File: config.mk
export PLATFORM = sky130hd
export DESIGN_NAME = met_ctrl
export DESIGN_NICKNAME = d
export VERILOG_FILES = /design/src/rtl/core/met_pkg.sv /design/src/rtl/core/met_ctrl.sv
export SDC_FILE = /design/constraint.sdc
export NUM_CORES = 1
export LEC_CHECK = 0
export BUFFER_PORTS_ARGS = -buffer_cell sky130_fd_sc_hd__buf_2
export CAP_MARGIN = 20
export CORE_AREA = 3 3 40 42
export CTS_CLUSTER_DIAMETER = 150
export CTS_CLUSTER_SIZE = 14
export DETAILED_ROUTE_END_ITERATION = 8
export DIE_AREA = 0 0 43 45
export PLACE_DENSITY = 0.71
export SLEW_MARGIN = 25
export SYNTH_ARGS = -nofsm -noshare
export SYNTH_HDL_FRONTEND = slang
export SYNTH_SLANG_ARGS = --single-unit
File: constraint.sdc
create_clock -name clk -period 2.2 [get_ports clk]
set_input_delay 0.44 -clock clk [delete_from_list [all_inputs] [get_ports clk]]
set_output_delay 0.44 -clock clk [all_outputs]
set_load 0.05 [all_outputs]
File: src/rtl/core/met_pkg.sv
`timescale 1ns / 1ps

package met_pkg;

	localparam int COLUMN_W    = 12;
	localparam int ROW_W       = 12;
	localparam int DIM_W       = 13;
	localparam int ITER_W      = 16;
	localparam int INTENSITY_W = 8;
	localparam int SCALE_W     = 63;
	localparam int FIX_W       = 64;
	localparam int CFG_INDEX_W = 3;
	localparam int CFG_DATA_W  = 64;

	typedef logic signed [FIX_W-1:0] met_fix_t;

	localparam met_fix_t FIX_MIN = {1'b1, {(FIX_W-1){1'b0}}};
	localparam met_fix_t FIX_MAX = {1'b0, {(FIX_W-1){1'b1}}};

	// register indexes
	localparam logic [CFG_INDEX_W-1:0] CFG_IMAGE_WIDTH    = 3'd0;
	localparam logic [CFG_INDEX_W-1:0] CFG_IMAGE_HEIGHT   = 3'd1;
	localparam logic [CFG_INDEX_W-1:0] CFG_MAX_ITERATIONS = 3'd2;
	localparam logic [CFG_INDEX_W-1:0] CFG_PIXEL_SCALE    = 3'd3;
	localparam logic [CFG_INDEX_W-1:0] CFG_CENTER_REAL    = 3'd4;
	localparam logic [CFG_INDEX_W-1:0] CFG_CENTER_IMAG    = 3'd5;

	localparam logic [DIM_W-1:0]   RST_IMAGE_WIDTH    = 13'd100;
	localparam logic [DIM_W-1:0]   RST_IMAGE_HEIGHT   = 13'd100;
	localparam logic [ITER_W-1:0]  RST_MAX_ITERATIONS = 16'd500;
	localparam logic [SCALE_W-1:0] RST_PIXEL_SCALE    = 63'd7205759403792794;
	localparam met_fix_t           RST_CENTER_REAL    = -64'sd94768777294422063;
	localparam met_fix_t           RST_CENTER_IMAG    = 64'sd5294910904706945;

	// multiplier operand selection
	typedef enum logic [2:0] {
		MOP_MAP_RE,
		MOP_MAP_IM,
		MOP_RR,
		MOP_II,
		MOP_RI
	} met_mop_t;

	// right shift applied to the full product
	typedef enum logic [1:0] {
		SH_ONE,
		SH_FRAC,
		SH_FRAC_M1
	} met_shift_t;

	typedef struct packed {
		logic     load;
		logic     mul_start;
		met_mop_t mul_op;
		logic     wr_cr;
		logic     wr_ci;
		logic     wr_rr;
		logic     wr_ii;
		logic     wr_z;
		logic     div_start;
		logic     out_load;
	} met_cmd_t;

	typedef struct packed {
		logic mul_done;
		logic div_done;
		logic cnt_lim;
		logic esc;
	} met_status_t;

	function automatic met_fix_t sat_add(input met_fix_t a, input met_fix_t b);
		logic signed [FIX_W:0] s;
		s = {a[FIX_W-1], a} + {b[FIX_W-1], b};
		if (s[FIX_W] != s[FIX_W-1]) begin
			sat_add = s[FIX_W] ? FIX_MIN : FIX_MAX;
		end else begin
			sat_add = s[FIX_W-1:0];
		end
	endfunction

	function automatic met_fix_t sat_sub(input met_fix_t a, input met_fix_t b);
		logic signed [FIX_W:0] s;
		s = {a[FIX_W-1], a} - {b[FIX_W-1], b};
		if (s[FIX_W] != s[FIX_W-1]) begin
			sat_sub = s[FIX_W] ? FIX_MIN : FIX_MAX;
		end else begin
			sat_sub = s[FIX_W-1:0];
		end
	endfunction

endpackage

File: src/rtl/core/met_ctrl.sv
`timescale 1ns / 1ps

module met_ctrl (
	input  logic                  clk,
	input  logic                  arst_n,
	input  logic                  pixel_valid,
	output logic                  pixel_ready,
	output logic                  result_valid,
	input  logic                  result_ready,
	input  met_pkg::met_status_t  status,
	output met_pkg::met_cmd_t     cmd
);

	localparam logic [3:0] ST_IDLE  = 4'd0;
	localparam logic [3:0] ST_MRE   = 4'd1;
	localparam logic [3:0] ST_MRE_W = 4'd2;
	localparam logic [3:0] ST_MIM   = 4'd3;
	localparam logic [3:0] ST_MIM_W = 4'd4;
	localparam logic [3:0] ST_TEST  = 4'd5;
	localparam logic [3:0] ST_RR    = 4'd6;
	localparam logic [3:0] ST_RR_W  = 4'd7;
	localparam logic [3:0] ST_II    = 4'd8;
	localparam logic [3:0] ST_II_W  = 4'd9;
	localparam logic [3:0] ST_ESC   = 4'd10;
	localparam logic [3:0] ST_RI    = 4'd11;
	localparam logic [3:0] ST_RI_W  = 4'd12;
	localparam logic [3:0] ST_DIV   = 4'd13;
	localparam logic [3:0] ST_DIV_W = 4'd14;
	localparam logic [3:0] ST_FIN   = 4'd15;

	logic [3:0] state_q, state_d;
	logic       out_vld_q;
	logic       out_free;

	// output register can take a new beat when empty or draining now
	assign out_free = !out_vld_q || result_ready;

	always_comb begin
		state_d = state_q;
		cmd     = '0;
		cmd.mul_op = met_pkg::MOP_RR;
		case (state_q)
			ST_IDLE: begin
				if (pixel_valid) begin
					cmd.load = 1'b1;
					state_d  = ST_MRE;
				end
			end
			ST_MRE: begin
				cmd.mul_start = 1'b1;
				cmd.mul_op    = met_pkg::MOP_MAP_RE;
				state_d       = ST_MRE_W;
			end
			ST_MRE_W: begin
				if (status.mul_done) begin
					cmd.wr_cr = 1'b1;
					state_d   = ST_MIM;
				end
			end
			ST_MIM: begin
				cmd.mul_start = 1'b1;
				cmd.mul_op    = met_pkg::MOP_MAP_IM;
				state_d       = ST_MIM_W;
			end
			ST_MIM_W: begin
				if (status.mul_done) begin
					cmd.wr_ci = 1'b1;
					state_d   = ST_TEST;
				end
			end
			ST_TEST: begin
				state_d = status.cnt_lim ? ST_DIV : ST_RR;
			end
			ST_RR: begin
				cmd.mul_start = 1'b1;
				cmd.mul_op    = met_pkg::MOP_RR;
				state_d       = ST_RR_W;
			end
			ST_RR_W: begin
				if (status.mul_done) begin
					cmd.wr_rr = 1'b1;
					state_d   = ST_II;
				end
			end
			ST_II: begin
				cmd.mul_start = 1'b1;
				cmd.mul_op    = met_pkg::MOP_II;
				state_d       = ST_II_W;
			end
			ST_II_W: begin
				if (status.mul_done) begin
					cmd.wr_ii = 1'b1;
					state_d   = ST_ESC;
				end
			end
			ST_ESC: begin
				state_d = status.esc ? ST_DIV : ST_RI;
			end
			ST_RI: begin
				cmd.mul_start = 1'b1;
				cmd.mul_op    = met_pkg::MOP_RI;
				state_d       = ST_RI_W;
			end
			ST_RI_W: begin
				if (status.mul_done) begin
					cmd.wr_z = 1'b1;
					state_d  = ST_TEST;
				end
			end
			ST_DIV: begin
				cmd.div_start = 1'b1;
				state_d       = ST_DIV_W;
			end
			ST_DIV_W: begin
				if (status.div_done) begin
					state_d = ST_FIN;
				end
			end
			ST_FIN: begin
				if (out_free) begin
					cmd.out_load = 1'b1;
					state_d      = ST_IDLE;
				end
			end
			default: begin
				state_d = ST_IDLE;
			end
		endcase
	end

	always_ff @(posedge clk or negedge arst_n) begin
		if (!arst_n) begin
			state_q   <= ST_IDLE;
			out_vld_q <= 1'b0;
		end else begin
			state_q <= state_d;
			if (cmd.out_load) begin
				out_vld_q <= 1'b1;
			end else if (result_ready) begin
				out_vld_q <= 1'b0;
			end
		end
	end

	assign pixel_ready  = (state_q == ST_IDLE);
	assign result_valid = out_vld_q;

endmodule

==> flow_metrics.py <==
metrics = {
    "detailed_routing": {
        "drt_pass1_iterations": 4,
        "avgViaCountPerCell": 5.458,
        "vias": 584,
        "wire_per_inst_um": 11.93,
        "ant_nets": 0,
        "drc_errors": 0,
        "routed_wl_um": 1277,
        "drtIter0Drc": 33,
    },
    "placement": {
        "dpl.hpwl_um": 974.1,
        "routabilityCongestion": 0.9434,
        "place_area_um2": 605.6,
        "io_buffers": 21,
        "dp_slack_ns": 0.3540,
    },
    "synthesis": {
        "synth_nets": 77,
        "syn_inst": 69,
        "synthTopCellsByCount": "9 x nand2_1, 9 x nor2_1, 6 x o21ai_0",
        "synth-edff-count": 0,
        "syn_area_per_cell_um2": 6.927,
        "ys_ff_latch": 5,
        "yosysSeqAreaShare": 0.2618,
        "netlist_area_um2": 478.0,
        "synth_warnings": 0,
        "synth.area.top_cells": "dfrtp_1 26%, nand2_1 7.1%, nor2_1 7.1%",
        "async_flop_share": 1.000,
        "synth.distinct_cells": 24,
        "synth_top_cell_by_area": "dfrtp_1",
        "yosysTopAreaCellShare": 0.2618,
        "synthFlopType": "dfrtp_1",
    },
    "finish": {
        "diodes": 0,
        "layout.nets": 101,
        "area_growth_pct": 34.56,
        "final_util": 0.5005,
        "finalInstanceArea_um2": 643.1,
        "drive_above_1_share": 0.3152,
    },
    "sta": {
        "hold_ws_ns": 0.5400,
        "slew_viol_final": 0,
        "grt_setup_unrepaired": "false",
        "post-route-period-util": 0.9374,
        "hold_viol": 0,
        "period_minus_slack_ns": 2.062,
        "timing.fmax_mhz": 484.9,
        "setup_viol_count_final": 0,
        "setup_ws_ns": 0.1376,
        "relSlewSlack": 0.7035,
        "worst_pin_slew_ns": 0.4448,
        "clock_skew_ns": 0.003332,
    },
    "global_route": {
        "first_global_vias": 453,
        "grt_overflow": 0,
        "antenna_found_initial": 0,
        "grt_max_degree": 17,
        "grt_pass1_wl_um": 2014,
        "grt_use_total": 0.1405,
    },
    "clocking": {
        "clk_pin_slew_ns": 0.04,
        "worstSkewPairLatency_ns": 0.24,
        "clockRootBuffer": "clkbuf_4",
        "clock_sink_count": 5,
        "cts-htree-levels": 1,
        "cts_buffers": 3,
        "cts_setup_buffers": 0,
        "cts_tree": "done",
        "clockBufferDepth": 2,
    },
    "worst_setup_path": {
        "crit_path_end_kind": "output pin",
        "worstPathRequired_ns": 1.76,
        "crit_type": "flip-flop to output pin",
        "critPathArrivalTime_ns": 1.62,
        "worst-path-max-fanout": 14,
        "start_kind": "flip-flop",
        "rrSetupSlack_ns": 0.76,
    },
    "power": {
        "p_leak_nw": 0.3054,
        "ir_drop_mv": 0.7909,
        "cellPowerDensity_nw_per_um2": 1729,
    },
    "run": {
        "cap_viol_max_count": 0,
    },
    "die": {
        "fp.dieW_um": 43,
        "die_area_um2": 1935,
        "coreArea_um2": 1285,
        "rows": 13,
        "die_y_um": 45,
        "initial_utilization": 0.3720,
        "ios": 22,
    },
    "worst_hold_path": {
        "hold_class": "input pin to async pin",
    },
    "status": {
        "status": "finished clean",
    },
}
## placed cells by master, fill, tap and decap left out, drive strengths merged
cell type / Yosys / final
or4: 1 / 1
and3b: 1 / 1
nand2: 9 / 9
o21bai: 1 / 1
o311ai: 1 / 1
nor3: 4 / 4
a221oi: 1 / 1
dfrtp: 5 / 5
nand2b: 3 / 3
nor2b: 5 / 5
inv: 4 / 4
nor2: 9 / 9
dlygate4sd3: 0 / 1
o31ai: 2 / 2
and2: 1 / 1
o22ai: 3 / 3
o211ai: 1 / 1
a22oi: 3 / 3
o21ai: 6 / 6
a21oi: 3 / 3
a2bb2oi: 1 / 1
clkbuf: 0 / 4
nor4: 1 / 1
buf: 4 / 22
## registers in the layout, summed over array words and instances (netlist names)
name,cells
result_valid,1
state_q,4
## per-layer routing
layer	track usage	routed length [um]	vias to the layer above
met5	0	0	-
met4	0.05422	0	0
met3	0.03984	104	0
met2	0.1976	567	29
met1	0.2024	605	255
li1	-	-	300
## metrics by stage
step	total power [mW]	cells	setup TNS (ns)
2_1_floorplan	0.8733	69	-0.002791
3_3_place_gp	0.9995	102	0
3_5_place_dp	1.003	102	0
4_1_cts	1.113	107	0
5_1_grt	1.197	107	0
6_report	1.112	107	0
## final timing paths
kind,start,to,depth (start not counted)
worst max register to register,state_q[1],state_q[0],3
worst min-delay path,arst_n,state_q[1],2
worst max-delay path,state_q[0],cmd[0],3
max in group asynchronous,arst_n,state_q[3],2
min in group clk,result_ready,result_valid,3
worst min register to register,result_valid,state_q[2],3
## power breakdown
group	total (mW)	internal, mW	leakage, nW	switching, mW
Clock	0.103	0.0684	0.0150	0.0349
Combinational	0.729	0.232	0.230	0.497
Sequential	0.280	0.137	0.0606	0.143
## cell type report
cell class	instances	area (um^2)
Clock buffer	4	26.28
Tap cell	15	18.77
Inverter	4	15.01
Sequential cell	5	126.4
Timing Repair Buffer	23	122.6
Fill cell	131	641.9
Multi-Input combinational cell	56	334.1
## kinds of logic (layout without fill, tap and decap cells)
| family | after synthesis | count (layout) | share of synthesized area |
|---|---|---|---|
| AO/OA/AOI/OAI | 22 | 22 | 0.2984 |
| buffers and inverters | 8 | 31 | 0.09162 |
| flip-flops | 5 | 5 | 0.2618 |
| AND/OR/NAND/NOR | 34 | 34 | 0.3482 |
## timing repair
| action | 4_1_cts | 5_1_grt |
|---|---|---|
| setup endpoints to repair | 0 | 2 |
| hold buffers | 1 | 0 |
| hold endpoints to repair | 3 | 0 |
| gates resized for setup | 0 | 1 |
## worst max-delay path, stage by stage (launching register included)
cell     delay (ns)
dfrtp_1        0.61
nand2_1        0.25
nor3_2         0.23
buf_2          0.29
Power figures use the tool's default switching activity.
